[src/hw/rtl/assert_macros.svh]
// Assertion macros shared by the RTL of the cartridge bank mapper.
// No dependencies; included by files that carry concurrent assertions.
`ifndef ASSERT_MACROS_SVH
`define ASSERT_MACROS_SVH

// Implication checked on every rising clock edge outside of reset.
`define ASSERT_CLK(label, clk, rst, prop, msg) \
  label: assert property (@(posedge clk) disable iff (rst) prop) else $error(msg);

// Same check, also evaluated while reset is asserted.
`define ASSERT_ALWAYS(label, clk, prop, msg) \
  label: assert property (@(posedge clk) prop) else $error(msg);

`endif

[src/hw/rtl/cbm_pkg.sv]
// Package for the cartridge bank mapper: request/result types, codes and constants.
// No dependencies; every other RTL file except the assertion header imports it.
package cbm_pkg;

  // Prescaler reload value and prescaler width (signed; the prescaler stays within 0..period).
  localparam int PRESCALE_PERIOD = 341;
  localparam int PRE_W = 10;

  typedef enum logic [1:0] {
    CMD_WRITE      = 2'd0,
    CMD_TICK       = 2'd1,
    CMD_CPU_LOOKUP = 2'd2,
    CMD_CHR_LOOKUP = 2'd3
  } cmd_e;

  localparam logic [1:0] REGION_ROM      = 2'd0;
  localparam logic [1:0] REGION_WRAM     = 2'd1;
  localparam logic [1:0] REGION_UNMAPPED = 2'd2;

  localparam logic [1:0] MIRROR_VERTICAL   = 2'd0;
  localparam logic [1:0] MIRROR_HORIZONTAL = 2'd1;
  localparam logic [1:0] MIRROR_SINGLE_A   = 2'd2;
  localparam logic [1:0] MIRROR_SINGLE_B   = 2'd3;

  // Register areas selected by address bits 14:12 of a write at 0x8000 and up.
  localparam logic [2:0] AREA_PRG01 = 3'd0;
  localparam logic [2:0] AREA_PRG2  = 3'd1;
  localparam logic [2:0] AREA_CHR_LO = 3'd2;
  localparam logic [2:0] AREA_CHR_HI = 3'd5;
  localparam logic [2:0] AREA_MISC  = 3'd6;
  localparam logic [2:0] AREA_IRQ   = 3'd7;

  // Configuration register indexes.
  localparam logic [2:0] CFG_INDEX_SELECT_MASK = 3'd0;
  localparam logic [2:0] CFG_PRG_AND_MASK      = 3'd1;
  localparam logic [2:0] CFG_PRG_OR_BITS       = 3'd2;
  localparam logic [2:0] CFG_CHR_AND_MASK      = 3'd3;
  localparam logic [2:0] CFG_CHR_OR_BITS       = 3'd4;
  localparam logic [2:0] CFG_WRAM_PRESENT      = 3'd5;
  localparam logic [2:0] CFG_WRAM_BANK_SEL     = 3'd6;

  localparam int CFG_ADDR_W = 5;

  localparam logic [7:0] PRG0_RESET = 8'h00;
  localparam logic [7:0] PRG1_RESET = 8'h01;
  localparam logic [7:0] PRG2_RESET = 8'hFE;
  localparam logic [7:0] PRG_FIXED  = 8'hFF;
  localparam logic [15:0] CHR_AREA_BASE = 16'hA000;

  typedef struct packed {
    cmd_e        command;
    logic [15:0] address;
    logic [7:0]  data;
  } item_t;

  typedef struct packed {
    logic [1:0] region;
    logic [7:0] bank;
    logic       wram_access;
    logic [7:0] open_bus_byte;
    logic [1:0] mirroring;
    logic       irq_out;
  } result_t;

  typedef struct packed {
    logic [7:0] index_select_mask;
    logic [7:0] prg_and_mask;
    logic [7:0] prg_or_bits;
    logic [7:0] chr_and_mask;
    logic [7:0] chr_or_bits;
    logic       wram_present;
    logic [7:0] wram_bank_sel;
  } cfg_t;

  // Events passed from the write decoder to the IRQ unit.
  typedef struct packed {
    logic       tick;
    logic       latch_wr;
    logic       mode_wr;
    logic       ack_wr;
    logic [7:0] data;
  } irq_ctl_t;

endpackage

[src/hw/rtl/cbm_item_if.sv]
// Channel interfaces for mapper requests and results (valid/ready handshake).
// Depends on cbm_pkg.
interface cbm_item_if;
  import cbm_pkg::*;
  logic  valid;
  logic  ready;
  item_t payload;
  modport source (output valid, output payload, input ready);
  modport sink (input valid, input payload, output ready);
endinterface

interface cbm_result_if;
  import cbm_pkg::*;
  logic    valid;
  logic    ready;
  result_t payload;
  modport source (output valid, output payload, input ready);
  modport sink (input valid, input payload, output ready);
endinterface

[src/hw/rtl/cbm_cfg.sv]
// APB-style configuration register file of the bank mapper.
// Depends on cbm_pkg.
module cbm_cfg (
  input  logic                            clk,
  input  logic                            rst,
  input  logic                            psel,
  input  logic                            penable,
  input  logic                            pwrite,
  input  logic [cbm_pkg::CFG_ADDR_W-1:0]  paddr,
  input  logic [31:0]                     pwdata,
  output logic [31:0]                     prdata,
  output logic                            pready,
  output cbm_pkg::cfg_t                   cfg
);
  import cbm_pkg::*;

  logic       wr_en;
  logic [2:0] index;

  assign pready = 1'b1;
  assign wr_en  = psel && penable && pwrite && pready;
  assign index  = paddr[4:2];

  always_ff @(posedge clk) begin
    if (rst) begin
      cfg.index_select_mask <= 8'd16;
      cfg.prg_and_mask      <= 8'hFF;
      cfg.prg_or_bits       <= 8'h00;
      cfg.chr_and_mask      <= 8'hFF;
      cfg.chr_or_bits       <= 8'h00;
      cfg.wram_present      <= 1'b1;
      cfg.wram_bank_sel     <= 8'h00;
    end else if (wr_en) begin
      unique case (index)
        CFG_INDEX_SELECT_MASK: cfg.index_select_mask <= pwdata[7:0];
        CFG_PRG_AND_MASK:      cfg.prg_and_mask      <= pwdata[7:0];
        CFG_PRG_OR_BITS:       cfg.prg_or_bits       <= pwdata[7:0];
        CFG_CHR_AND_MASK:      cfg.chr_and_mask      <= pwdata[7:0];
        CFG_CHR_OR_BITS:       cfg.chr_or_bits       <= pwdata[7:0];
        CFG_WRAM_PRESENT:      cfg.wram_present      <= pwdata[0];
        CFG_WRAM_BANK_SEL:     cfg.wram_bank_sel     <= pwdata[7:0];
        default: ;
      endcase
    end
  end

  always_comb begin
    unique case (index)
      CFG_INDEX_SELECT_MASK: prdata = {24'd0, cfg.index_select_mask};
      CFG_PRG_AND_MASK:      prdata = {24'd0, cfg.prg_and_mask};
      CFG_PRG_OR_BITS:       prdata = {24'd0, cfg.prg_or_bits};
      CFG_CHR_AND_MASK:      prdata = {24'd0, cfg.chr_and_mask};
      CFG_CHR_OR_BITS:       prdata = {24'd0, cfg.chr_or_bits};
      CFG_WRAM_PRESENT:      prdata = {31'd0, cfg.wram_present};
      CFG_WRAM_BANK_SEL:     prdata = {24'd0, cfg.wram_bank_sel};
      default:               prdata = 32'd0;
    endcase
  end

endmodule

[src/hw/rtl/cbm_irq.sv]
// IRQ latch, mode, 8-bit counter and prescaler of the bank mapper.
// Depends on cbm_pkg; driven by the write decoder in cbm_bank.
module cbm_irq (
  input  logic              clk,
  input  logic              rst,
  input  cbm_pkg::irq_ctl_t ctl,
  output logic              pending,
  output logic              pending_next
);
  import cbm_pkg::*;

  localparam logic signed [PRE_W-1:0] PERIOD = PRE_W'(PRESCALE_PERIOD);
  localparam logic signed [PRE_W-1:0] STEP   = PRE_W'(3);

  logic [7:0]              latch, latch_next;
  logic [2:0]              mode, mode_next;
  logic [7:0]              counter, counter_next;
  logic signed [PRE_W-1:0] prescaler, prescaler_next;
  logic signed [PRE_W-1:0] pre_dec;
  logic [7:0]              count_inc;
  logic                    fire;

  assign pre_dec   = prescaler - STEP;
  assign count_inc = counter + 8'd1;

  always_comb begin
    latch_next     = latch;
    mode_next      = mode;
    counter_next   = counter;
    prescaler_next = prescaler;
    pending_next   = pending;
    fire           = 1'b0;
    if (ctl.latch_wr) begin
      latch_next = ctl.data;
    end
    if (ctl.mode_wr) begin
      mode_next    = ctl.data[2:0];
      pending_next = 1'b0;
      if (ctl.data[1]) begin
        counter_next   = latch;
        prescaler_next = PERIOD;
      end
    end
    if (ctl.ack_wr) begin
      mode_next    = {mode[2], mode[0], mode[0]};
      pending_next = 1'b0;
    end
    if (ctl.tick && mode[1]) begin
      if (mode[2]) begin
        fire = 1'b1;
      end else begin
        fire = (pre_dec <= 0);
        prescaler_next = fire ? pre_dec + PERIOD : pre_dec;
      end
      if (fire) begin
        if (count_inc == 8'd0) begin
          counter_next = latch;
          pending_next = 1'b1;
        end else begin
          counter_next = count_inc;
        end
      end
    end
  end

  always_ff @(posedge clk) begin
    if (rst) begin
      latch     <= 8'd0;
      mode      <= 3'd0;
      counter   <= 8'd0;
      prescaler <= '0;
      pending   <= 1'b0;
    end else begin
      latch     <= latch_next;
      mode      <= mode_next;
      counter   <= counter_next;
      prescaler <= prescaler_next;
      pending   <= pending_next;
    end
  end

endmodule

[src/hw/rtl/cbm_bank.sv]
// Bank registers, write decoder and address lookup of the bank mapper.
// Depends on cbm_pkg; feeds IRQ events to cbm_irq.
module cbm_bank (
  input  logic              clk,
  input  logic              rst,
  input  logic              en,
  input  cbm_pkg::item_t    item,
  input  cbm_pkg::cfg_t     cfg,
  output cbm_pkg::irq_ctl_t irq_ctl,
  output cbm_pkg::result_t  res
);
  import cbm_pkg::*;

  logic [7:0]  prg [3];
  logic [7:0]  chr [8];
  logic [7:0]  misc, misc_next;
  logic        wr, idx;
  logic [15:0] chr_off;
  logic [2:0]  chr_wsel;
  logic [7:0]  prg_raw;

  assign wr       = en && (item.command == CMD_WRITE) && item.address[15];
  assign idx      = |(item.address[7:0] & cfg.index_select_mask);
  assign chr_off  = item.address - CHR_AREA_BASE;
  assign chr_wsel = {chr_off[13:12], idx};

  always_comb begin
    misc_next        = misc;
    irq_ctl.tick     = en && (item.command == CMD_TICK);
    irq_ctl.latch_wr = 1'b0;
    irq_ctl.mode_wr  = 1'b0;
    irq_ctl.ack_wr   = 1'b0;
    irq_ctl.data     = item.data;
    if (wr && (item.address[14:12] == AREA_MISC)) begin
      if (idx) irq_ctl.latch_wr = 1'b1;
      else     misc_next        = item.data;
    end
    if (wr && (item.address[14:12] == AREA_IRQ)) begin
      irq_ctl.mode_wr = !idx;
      irq_ctl.ack_wr  = idx;
    end
  end

  always_ff @(posedge clk) begin
    if (rst) begin
      prg[0] <= PRG0_RESET;
      prg[1] <= PRG1_RESET;
      prg[2] <= PRG2_RESET;
      for (int i = 0; i < 8; i++) begin
        chr[i] <= 8'(i);
      end
      misc <= 8'd0;
    end else begin
      misc <= misc_next;
      if (wr) begin
        case (item.address[14:12]) inside
          AREA_PRG01: prg[{1'b0, idx}] <= item.data;
          AREA_PRG2: begin
            if (!idx) prg[2] <= item.data;
          end
          [AREA_CHR_LO:AREA_CHR_HI]: chr[chr_wsel] <= item.data;
          default: ;
        endcase
      end
    end
  end

  // The top 8K window always maps the last bank.
  always_comb begin
    if (item.address[14:13] == 2'd3) prg_raw = PRG_FIXED;
    else                             prg_raw = prg[item.address[14:13]];
  end

  always_comb begin
    res.region        = REGION_UNMAPPED;
    res.bank          = 8'd0;
    res.open_bus_byte = 8'd0;
    res.wram_access   = misc_next[7];
    res.irq_out       = 1'b0;
    case (misc_next[1:0])
      2'b00:   res.mirroring = MIRROR_VERTICAL;
      2'b01:   res.mirroring = MIRROR_HORIZONTAL;
      2'b10:   res.mirroring = MIRROR_SINGLE_A;
      default: res.mirroring = MIRROR_SINGLE_B;
    endcase
    case (item.command)
      CMD_CPU_LOOKUP: begin
        if (item.address[15]) begin
          res.region = REGION_ROM;
          res.bank   = (prg_raw & cfg.prg_and_mask) | cfg.prg_or_bits;
        end else if ((item.address[14:13] == 2'd3) && cfg.wram_present) begin
          res.region = REGION_WRAM;
          res.bank   = cfg.wram_bank_sel;
          if (!misc[7]) res.open_bus_byte = item.address[15:8];
        end else begin
          res.open_bus_byte = item.address[15:8];
        end
      end
      CMD_CHR_LOOKUP: begin
        if (item.address[15:13] == 3'd0) begin
          res.region = REGION_ROM;
          res.bank   = (chr[item.address[12:10]] & cfg.chr_and_mask) | cfg.chr_or_bits;
        end
      end
      default: ;
    endcase
  end

endmodule

[src/hw/rtl/cartridge_bank_mapper_with_irq.sv]
// Cartridge bank mapper with a prescaled IRQ counter.
// Pipeline: an accepted request waits in the input register until its result can move into
// the result register, which holds it until accepted. One request per cycle while the result
// side keeps up; the bank decode and IRQ update fit between the two registers.
// Reset (rst, synchronous, active high) restores the bank, misc, IRQ and config registers
// and empties both pipeline registers.
`include "assert_macros.svh"

module cartridge_bank_mapper_with_irq (
  input  logic                           clk,
  input  logic                           rst,
  cbm_item_if.sink                       item,
  cbm_result_if.source                   result,
  input  logic                           psel,
  input  logic                           penable,
  input  logic                           pwrite,
  input  logic [cbm_pkg::CFG_ADDR_W-1:0] paddr,
  input  logic [31:0]                    pwdata,
  output logic [31:0]                    prdata,
  output logic                           pready
);
  import cbm_pkg::*;

  // Input register: holds one accepted request until the processing stage
  // can hand its result to the output register.
  logic     in_valid;
  item_t    in_item;
  // Output register: the result waits here for the downstream side.
  logic     out_valid;
  result_t  out_res;

  logic     fire;
  cfg_t     cfg;
  irq_ctl_t irq_ctl;
  result_t  bank_res;
  result_t  res_full;
  logic     irq_pending, irq_pending_next;

  // A request is processed (and its state effects committed) in the cycle it
  // moves from the input register into the output register.
  assign fire       = in_valid && (!out_valid || result.ready);
  assign item.ready = !in_valid || fire;

  always_ff @(posedge clk) begin
    if (rst) begin
      in_valid <= 1'b0;
    end else if (item.ready) begin
      in_valid <= item.valid;
    end
  end

  always_ff @(posedge clk) begin
    if (item.valid && item.ready) begin
      in_item <= item.payload;
    end
  end

  cbm_cfg u_cfg (
    .clk     (clk),
    .rst     (rst),
    .psel    (psel),
    .penable (penable),
    .pwrite  (pwrite),
    .paddr   (paddr),
    .pwdata  (pwdata),
    .prdata  (prdata),
    .pready  (pready),
    .cfg     (cfg)
  );

  cbm_bank u_bank (
    .clk     (clk),
    .rst     (rst),
    .en      (fire),
    .item    (in_item),
    .cfg     (cfg),
    .irq_ctl (irq_ctl),
    .res     (bank_res)
  );

  cbm_irq u_irq (
    .clk          (clk),
    .rst          (rst),
    .ctl          (irq_ctl),
    .pending      (irq_pending),
    .pending_next (irq_pending_next)
  );

  // The IRQ line is reported as it stands after this request.
  always_comb begin
    res_full         = bank_res;
    res_full.irq_out = irq_pending_next;
  end

  always_ff @(posedge clk) begin
    if (rst) begin
      out_valid <= 1'b0;
    end else if (fire) begin
      out_valid <= 1'b1;
    end else if (result.ready) begin
      out_valid <= 1'b0;
    end
  end

  always_ff @(posedge clk) begin
    if (fire) begin
      out_res <= res_full;
    end
  end

  assign result.valid   = out_valid;
  assign result.payload = out_res;

  // A processed request always leaves a result behind.
  `ASSERT_CLK(a_fire_gives_result, clk, rst, fire |=> out_valid, "processed request lost")
  // The IRQ only rises as a result of a tick request.
  `ASSERT_CLK(a_irq_from_tick, clk, rst,
    $rose(irq_pending) |-> $past(fire && (in_item.command == CMD_TICK)), "IRQ raised without tick")
  // Writes and ticks never report a mapped region.
  `ASSERT_CLK(a_ctl_unmapped, clk, rst,
    (fire && ((in_item.command == CMD_WRITE) || (in_item.command == CMD_TICK))) |=>
    (out_res.region == REGION_UNMAPPED), "write or tick reported a mapped region")

endmodule

[src/flat_wrapper.sv]
// flat-port wrapper written by rule: the top's interface ports become plain ports
module cartridge_bank_mapper_with_irq_flat import cbm_pkg::*;
  (clk, rst, psel, penable, pwrite, paddr, pwdata, prdata, pready, item_valid, item_payload, item_ready, result_valid, result_payload, result_ready);
  cbm_item_if item_i ();
  cbm_result_if result_i ();
  input  logic clk;
  input  logic rst;
  input  logic psel;
  input  logic penable;
  input  logic pwrite;
  input  logic [cbm_pkg::CFG_ADDR_W-1:0] paddr;
  input  logic [31:0] pwdata;
  output logic [31:0] prdata;
  output logic pready;
  input wire logic [$bits(item_i.valid)-1:0] item_valid;
  input wire logic [$bits(item_i.payload)-1:0] item_payload;
  output wire logic [$bits(item_i.ready)-1:0] item_ready;
  output wire logic [$bits(result_i.valid)-1:0] result_valid;
  output wire logic [$bits(result_i.payload)-1:0] result_payload;
  input wire logic [$bits(result_i.ready)-1:0] result_ready;
  assign item_i.valid = item_valid;
  assign item_i.payload = item_payload;
  assign item_ready = item_i.ready;
  assign result_valid = result_i.valid;
  assign result_payload = result_i.payload;
  assign result_i.ready = result_ready;
  cartridge_bank_mapper_with_irq u_core (.clk(clk), .rst(rst), .item(item_i), .result(result_i), .psel(psel), .penable(penable), .pwrite(pwrite), .paddr(paddr), .pwdata(pwdata), .prdata(prdata), .pready(pready));
endmodule
[config.mk]
export PLATFORM = sky130hd
export DESIGN_NAME = cartridge_bank_mapper_with_irq_flat
export DESIGN_NICKNAME = d
export VERILOG_FILES = /design/src/hw/rtl/cbm_pkg.sv /design/src/hw/rtl/cbm_item_if.sv /design/src/hw/rtl/cbm_cfg.sv /design/src/hw/rtl/cbm_irq.sv /design/src/hw/rtl/cbm_bank.sv /design/src/hw/rtl/cartridge_bank_mapper_with_irq.sv /design/src/flat_wrapper.sv
export VERILOG_INCLUDE_DIRS = /design/src /design/src/hw/rtl
export SDC_FILE = /design/constraint.sdc
export NUM_CORES = 1
export LEC_CHECK = 0
export ABC_AREA = 1
export BUFFER_PORTS_ARGS = -buffer_cell sky130_fd_sc_hd__buf_2
export CORE_MARGIN = 2
export CORE_UTILIZATION = 45
export DETAILED_ROUTE_END_ITERATION = 10
export GPL_ROUTABILITY_DRIVEN = 0
export SKIP_LAST_GASP = 1
export SYNTH_ARGS = -nofsm -noshare
export SYNTH_HDL_FRONTEND = slang
export SYNTH_SLANG_ARGS = --single-unit
[constraint.sdc]
create_clock -name clk -period 4.45 [get_ports clk]
set_input_delay 0.6675 -clock clk [delete_from_list [all_inputs] [get_ports clk]]
set_output_delay 0.6675 -clock clk [all_outputs]
set_load 0.005 [all_outputs]
# Word-level counts from Yosys, hierarchy flattened
# Memory sizes are Yosys's and may differ from the RTL's. A register that Yosys moved wholly into a read port is not among the register bits.
# Index checks and enable logic that the tools add are counted.
word_totals:
  ff_bits: 137
  ramBits: 88
  inputBits: 70
  rom_bits: 0
  latchBits: 0
  n_memories: 2
mem_list:
  columns: ["name", "words", "word_bits", "rd", "rd_ports_with_merged_regs", "write_ports", "line_no", "rtl"]
  rows:
  - ["u_core.u_bank.chr", 8, 8, 1, 1, 8, "cbm_bank.sv:15", "logic [7:0] chr [8];"]
  - ["u_core.u_bank.prg", 3, 8, 1, 1, 3, "cbm_bank.sv:14", "logic [7:0] prg [3];"]
op_classes:
  n_addsub: 4
  n_mux: 62
  bitwise: 10
  n_reduce_logical: 39
  div: 0
  order_cmp: 3
  n_mul: 0
  eq_ne: 15
  shift: 0
op_table:
  columns: ["operator", "n"]
  rows:
  - ["$mux W8", 11]
  - ["$mux W10", 8]
  - ["$pmux W8 S7", 1]
  - ["$mux W1", 31]
  - ["$and A8 B8 Y8", 3]
  - ["$reduce_or A8 Y1", 3]
  - ["$pmux W10 S2", 1]
  - ["$reduce_and A2 Y1", 9]
  - ["$or A8 B8 Y8", 2]
  - ["$eq A3 B3 Y1 const B", 5]
  - ["$mux W7", 2]
  - ["$sub A14 B14 Y14 const B", 1]
  - ["$logic_and A1 B1 Y1", 12]
  - ["$add A10 B10 Y10 const B", 1]
  - ["$le A10 B1 Y1 const B", 1]
  - ["$mux W2", 5]
  - ["$sub A10 B3 Y10 const B", 1]
  - ["$logic_not A3 Y1", 3]
  - ["$add A8 B1 Y8 const B", 1]
  - ["$eq A2 B2 Y1 const B", 4]
  - ["$logic_not A8 Y1", 1]
  - ["$eq A3 B1 Y1 const B", 2]
  - ["$eq A3 B2 Y1 const B", 2]
  - ["$mux W3", 2]
  - ["other kinds (12)", 21]

# Depth between registers and ports, before layout
depth:
  ltp_word: 12
  mapped_depth: 14

# Hierarchy
# Synthesis repeated with hierarchy kept, for this count alone.
unflattened:
  hier_cells: 1428
  area_unflattened_um2: 11383.4
modules_own_cells:
  columns: ["mod", "area_per_inst_um2", "instances", "cells_per_inst"]
  rows:
  - ["cbm_bank", 5168.7, 1, 642]
  - ["cbm_cfg", 2663.8, 1, 410]
  - ["cbm_irq", 2018.2, 1, 316]
  - ["cartridge_bank_mapper_with_irq", 1532.7, 1, 60]

# Worst setup path before layout
# No wires, ideal clock.
synth_timing:
  path_type: "input to register"
  from: "input port result_ready"
  to: "register u_core.u_irq.prescaler[2]"
  t_required_ns: 4.341
  setup_time_ns: 0.109
  n_path_buf: 1
  arrival_ns: 2.375
  path_slack_ns: 1.967
  stages: 12
  cell_sequence: "inv_1 > nand2_1 > nand2_1 > inv_1 > nand4_1 > nor2_1 > inv_1 > buf_2 > a21oi_1 > o21ai_0 > nand2_1 > inv_1"
synth_via:
  elab_chain_len: 9
  word_cells_on_any_way: 11
  classes_between: "mux (4); reduce/logical (7)"
synth_lines:
  columns: ["item", "line_no", "rtl"]
  rows:
  - ["start: declaration", "flat_wrapper.sv:20", "input wire logic [$bits(result_i.ready)-1:0] result_ready;"]
  - ["$logic_or A1 B1 Y1 (*)", "cartridge_bank_mapper_with_irq.sv:41", "assign fire = in_valid && (!out_valid || result.ready);"]
  - ["$logic_and A1 B1 Y1 (*)", "cartridge_bank_mapper_with_irq.sv:41", null]
  - ["via u_core.fire", "cartridge_bank_mapper_with_irq.sv:32", "logic fire;"]
  - ["$logic_and A1 B1 Y1 (2 in a row)", "cbm_bank.sv:22", "assign wr = en && (item.command == CMD_WRITE) && item.address[15];"]
  - ["$logic_and A1 B1 Y1", "cbm_bank.sv:38", "if (wr && (item.address[14:12] == AREA_IRQ)) begin"]
  - ["$mux W2", "cbm_bank.sv:38", null]
  - ["$mux W10", "cbm_irq.sv:36", "if (ctl.mode_wr) begin"]
  - ["$mux W10", "cbm_irq.sv:49", "if (mode[2]) begin"]
  - ["$mux W10 (*)", "cbm_irq.sv:48", "if (ctl.tick && mode[1]) begin"]
  - ["end signal: assignment", "cbm_irq.sv:77", "prescaler <= prescaler_next;"]
  - ["end: declaration", "cbm_irq.sv:18", "logic signed [PRE_W-1:0] prescaler, prescaler_next;"]
# The timed path passes the listed nets; every way through them passes the cells marked *.
# A chain may end at the register's enable or synchronous reset.

==> metrics.cfg <==
[clock_network]
cts_root_buffer = clkbuf_16
clk_pin_slew_ns = 0.06
cts.path.max_buffers = 3
cts_hold_buffers = 0
post_cts_buffers = 0
tritoncts = yes
cts_resized = 0
numCtsBuffers = 26
clk_latency_ns = 0.53
cts_num_sinks = 232
h-tree-depth = 1

[setup_path]
crit_path_start_kind = flip-flop
arrival_ns = 2.96
critPathKind = reg2reg
reg2reg_to = u_core.u_bank.chr[7][3]
crit_path_cell_trace = inv_2 > nor4_4 > nand3_1 > nor2_1 > inv_2 > nor2_1 > inv_1 > nand2_1
slowest_stage = edfxtp_1
cp_max_fo = 11
crit_path_end_kind = flip-flop
cp.required_ns = 4.63
slowest_delay_ns = 0.60
r2r_slack_ns = 1.67
r2r-start = u_core.in_item[23]
ff2ff_path_depth = 8

[synthesis]
yosys.area_share.simple_pct = 19.9
ys_types = 45
synthCells = 1203
yosys_register_bits = 232
yosysTopAreaCell = edfxtp_1
yosys_warnings = 0
ys.flop_type = edfxtp_1
synthTopCellsByCount = 220 x nand2_1, 176 x nor2_1, 143 x edfxtp_1
yosys.area_share.xor_xnor_pct = 0.479
synth-async-reset-ratio_pct = 0
synth_top_family_by_area = simple AND/OR/NAND/NOR gates
syn_area_um2 = 10700
synth_top_cells_by_area = edfxtp_1 40%, dfxtp_1 17%, nand2_1 7.7%, nor2_1 6.2%, o21ai_0 4.7%
yosys.area_share.adder_pct = 0.584
yosysMostFrequentCell = nand2_1
synth-edff-count = 143
synth.mux.area_fraction_pct = 1.59
yosysSeqAreaShare_pct = 56.7
synth-compound-area-share_pct = 12.2
synth_top_area_share_pct = 40.1
syn_area_per_cell_um2 = 8.91

[grt]
gr-usage-met3_pct = 3.48
top_usage_layer = met2
grt_max_degree = 77
grtUsageMet1_pct = 32.1
antenna_found_initial = 0
use_met2_pct = 34.7
grt_pass1_wl_mm = 42.7
overflow = 0
grt_pass1_vias = 7698
grt.total_usage_pct = 22.3

[power_and_ir_drop]
powerDensity_nw_per_um2 = 406
vdd_drop_max_uv = 263
p_leak_nw = 5.13

[die]
core_um2 = 23400
ios = 127
dieArea_um2 = 25100
row_count = 56
fp.dieH_um = 158
initial_core_util_pct = 45.8
die_w_um = 158

[drt]
num_vias = 8379
post_drt_wl_per_cell_um = 17.2
wirelength_mm = 27.7
vias_per_cell = 5.21
dr.pass1.iters = 5
post-route-drc-count = 0
drt_iter0_markers = 723
postRouteAntennaNets = 0

[sta]
fin_hold_ws_ns = 0.314
final.setup_skew_ns = 0.0119
hold_viol = 0
tightest_slew_ns = 1.00
tns_ns = 0
slew_viol_final = 0
worst_slack_ns = 1.67
clock.fmax_mhz = 360
fin_crit_ns = 2.78
rsz0062_at_grt = false
slew_headroom_pct = 33.0
period_share_pct = 62.4
setup_viol_count_final = 0

[min_path]
whs_path_depth = 1
hp-class = in2reg
holdCritStartpoint = item_payload[0]
min_to = u_core.in_item[0]

[layout]
antenna_cells = 0
fin_nets = 1345
drive_above_1_share_pct = 11.2
syn_to_final_growth_pct = 13.0

[flow_run]
maxCapViolations = 0

[outcome]
status = completed

[placement]
post-place-ws_ns = 1.63
numPortBuffers = 74
hpwl_mm = 19.1

[layout by cell type, fill, tap and decap left out, drive strengths merged, types with 8 or more instances in the layout]
master	n
a21oi	64
a221oi	8
dfxtp	89
nor2	180
o211ai	16
inv	136
nand2	224
clkbuf	39
buf	77
conb	34
o21ai	114
edfxtp	143
nand3	74
mux2i	17
nor3	12
[worst max-delay path: cells and delay by family, from the launching register on]
family	cells	cell delay [ns]
DFF	1	0.60
and+or+nand+nor	5	1.33
buffers and inverters	3	0.48
[flip-flops by register name, summed over array words and instances (netlist names), named ones only]
name and cells:
u_core.u_irq.pending 1, u_core.u_irq.counter 8, u_core.u_bank.chr 64, u_core.in_valid 1, u_core.u_bank.prg 32, u_core.in_item 26, u_core.u_irq.latch 8, u_core.u_cfg.cfg 49
u_core.u_irq.prescaler 10, u_core.u_irq.mode 3, u_core.result.valid 1, u_core.u_bank.misc 3, u_core.result.payload 21
[routing by layer]
metal,wire (um),vias up
met4,798,0
met2,12200,282
met1,12900,3927
met5,0,-
li1,-,4113
met3,1840,57
[cell type report]
type                       instances  area (um2)
sequential                       232        6080
inverter                         136         510
timing repair buffer              77         393
clock buffer                      39         791
fill                            2216       11300
tap                              319         399
clock inverter                     9        92.6
multi-input combinational        797        3840
[power by group]
group | switching, mW | total [mW] | internal (mW)
registers | 0.0543 | 2.40 | 2.34
logic | 0.219 | 0.313 | 0.0936
clock network | 0.867 | 2.20 | 1.34
[logic make-up (layout without fill, tap and decap cells)]
kind of cell	count (synthesis)	after routing
xor+xnor	5	5
simple gates	504	504
mux	17	17
other cells	2	34
fa+ha+maj	5	5
compound gates	232	232
buf+inv	206	261
flops	232	232
[per-stage QoR]
step | util, % | instances | total power [mW] | cell area (um2)
after CTS | 51.7 | 1609 | 4.94 | 12100
final | 51.7 | 1609 | 4.91 | 12100
after global placement | 48.0 | 1561 | 2.75 | 11200
after global routing | 51.7 | 1609 | 5.07 | 12100
after floorplan | - | 1235 | 2.62 | 10800
after detailed placement | 48.0 | 1561 | 2.75 | 11200
[worst max-delay path by stage]
stage | startpoint | to
global placement | result_ready | u_core.u_bank.chr[7][4]
finish | u_core.in_item[23] | u_core.u_bank.chr[7][3]
CTS | u_core.in_item[23] | u_core.u_bank.chr[7][4]
detailed placement | result_ready | u_core.u_bank.chr[7][7]
floorplan | result_ready | u_core.u_irq.prescaler[2]
global route | u_core.in_item[23] | u_core.u_bank.chr[7][4]
(Power assumes the default switching activity.)
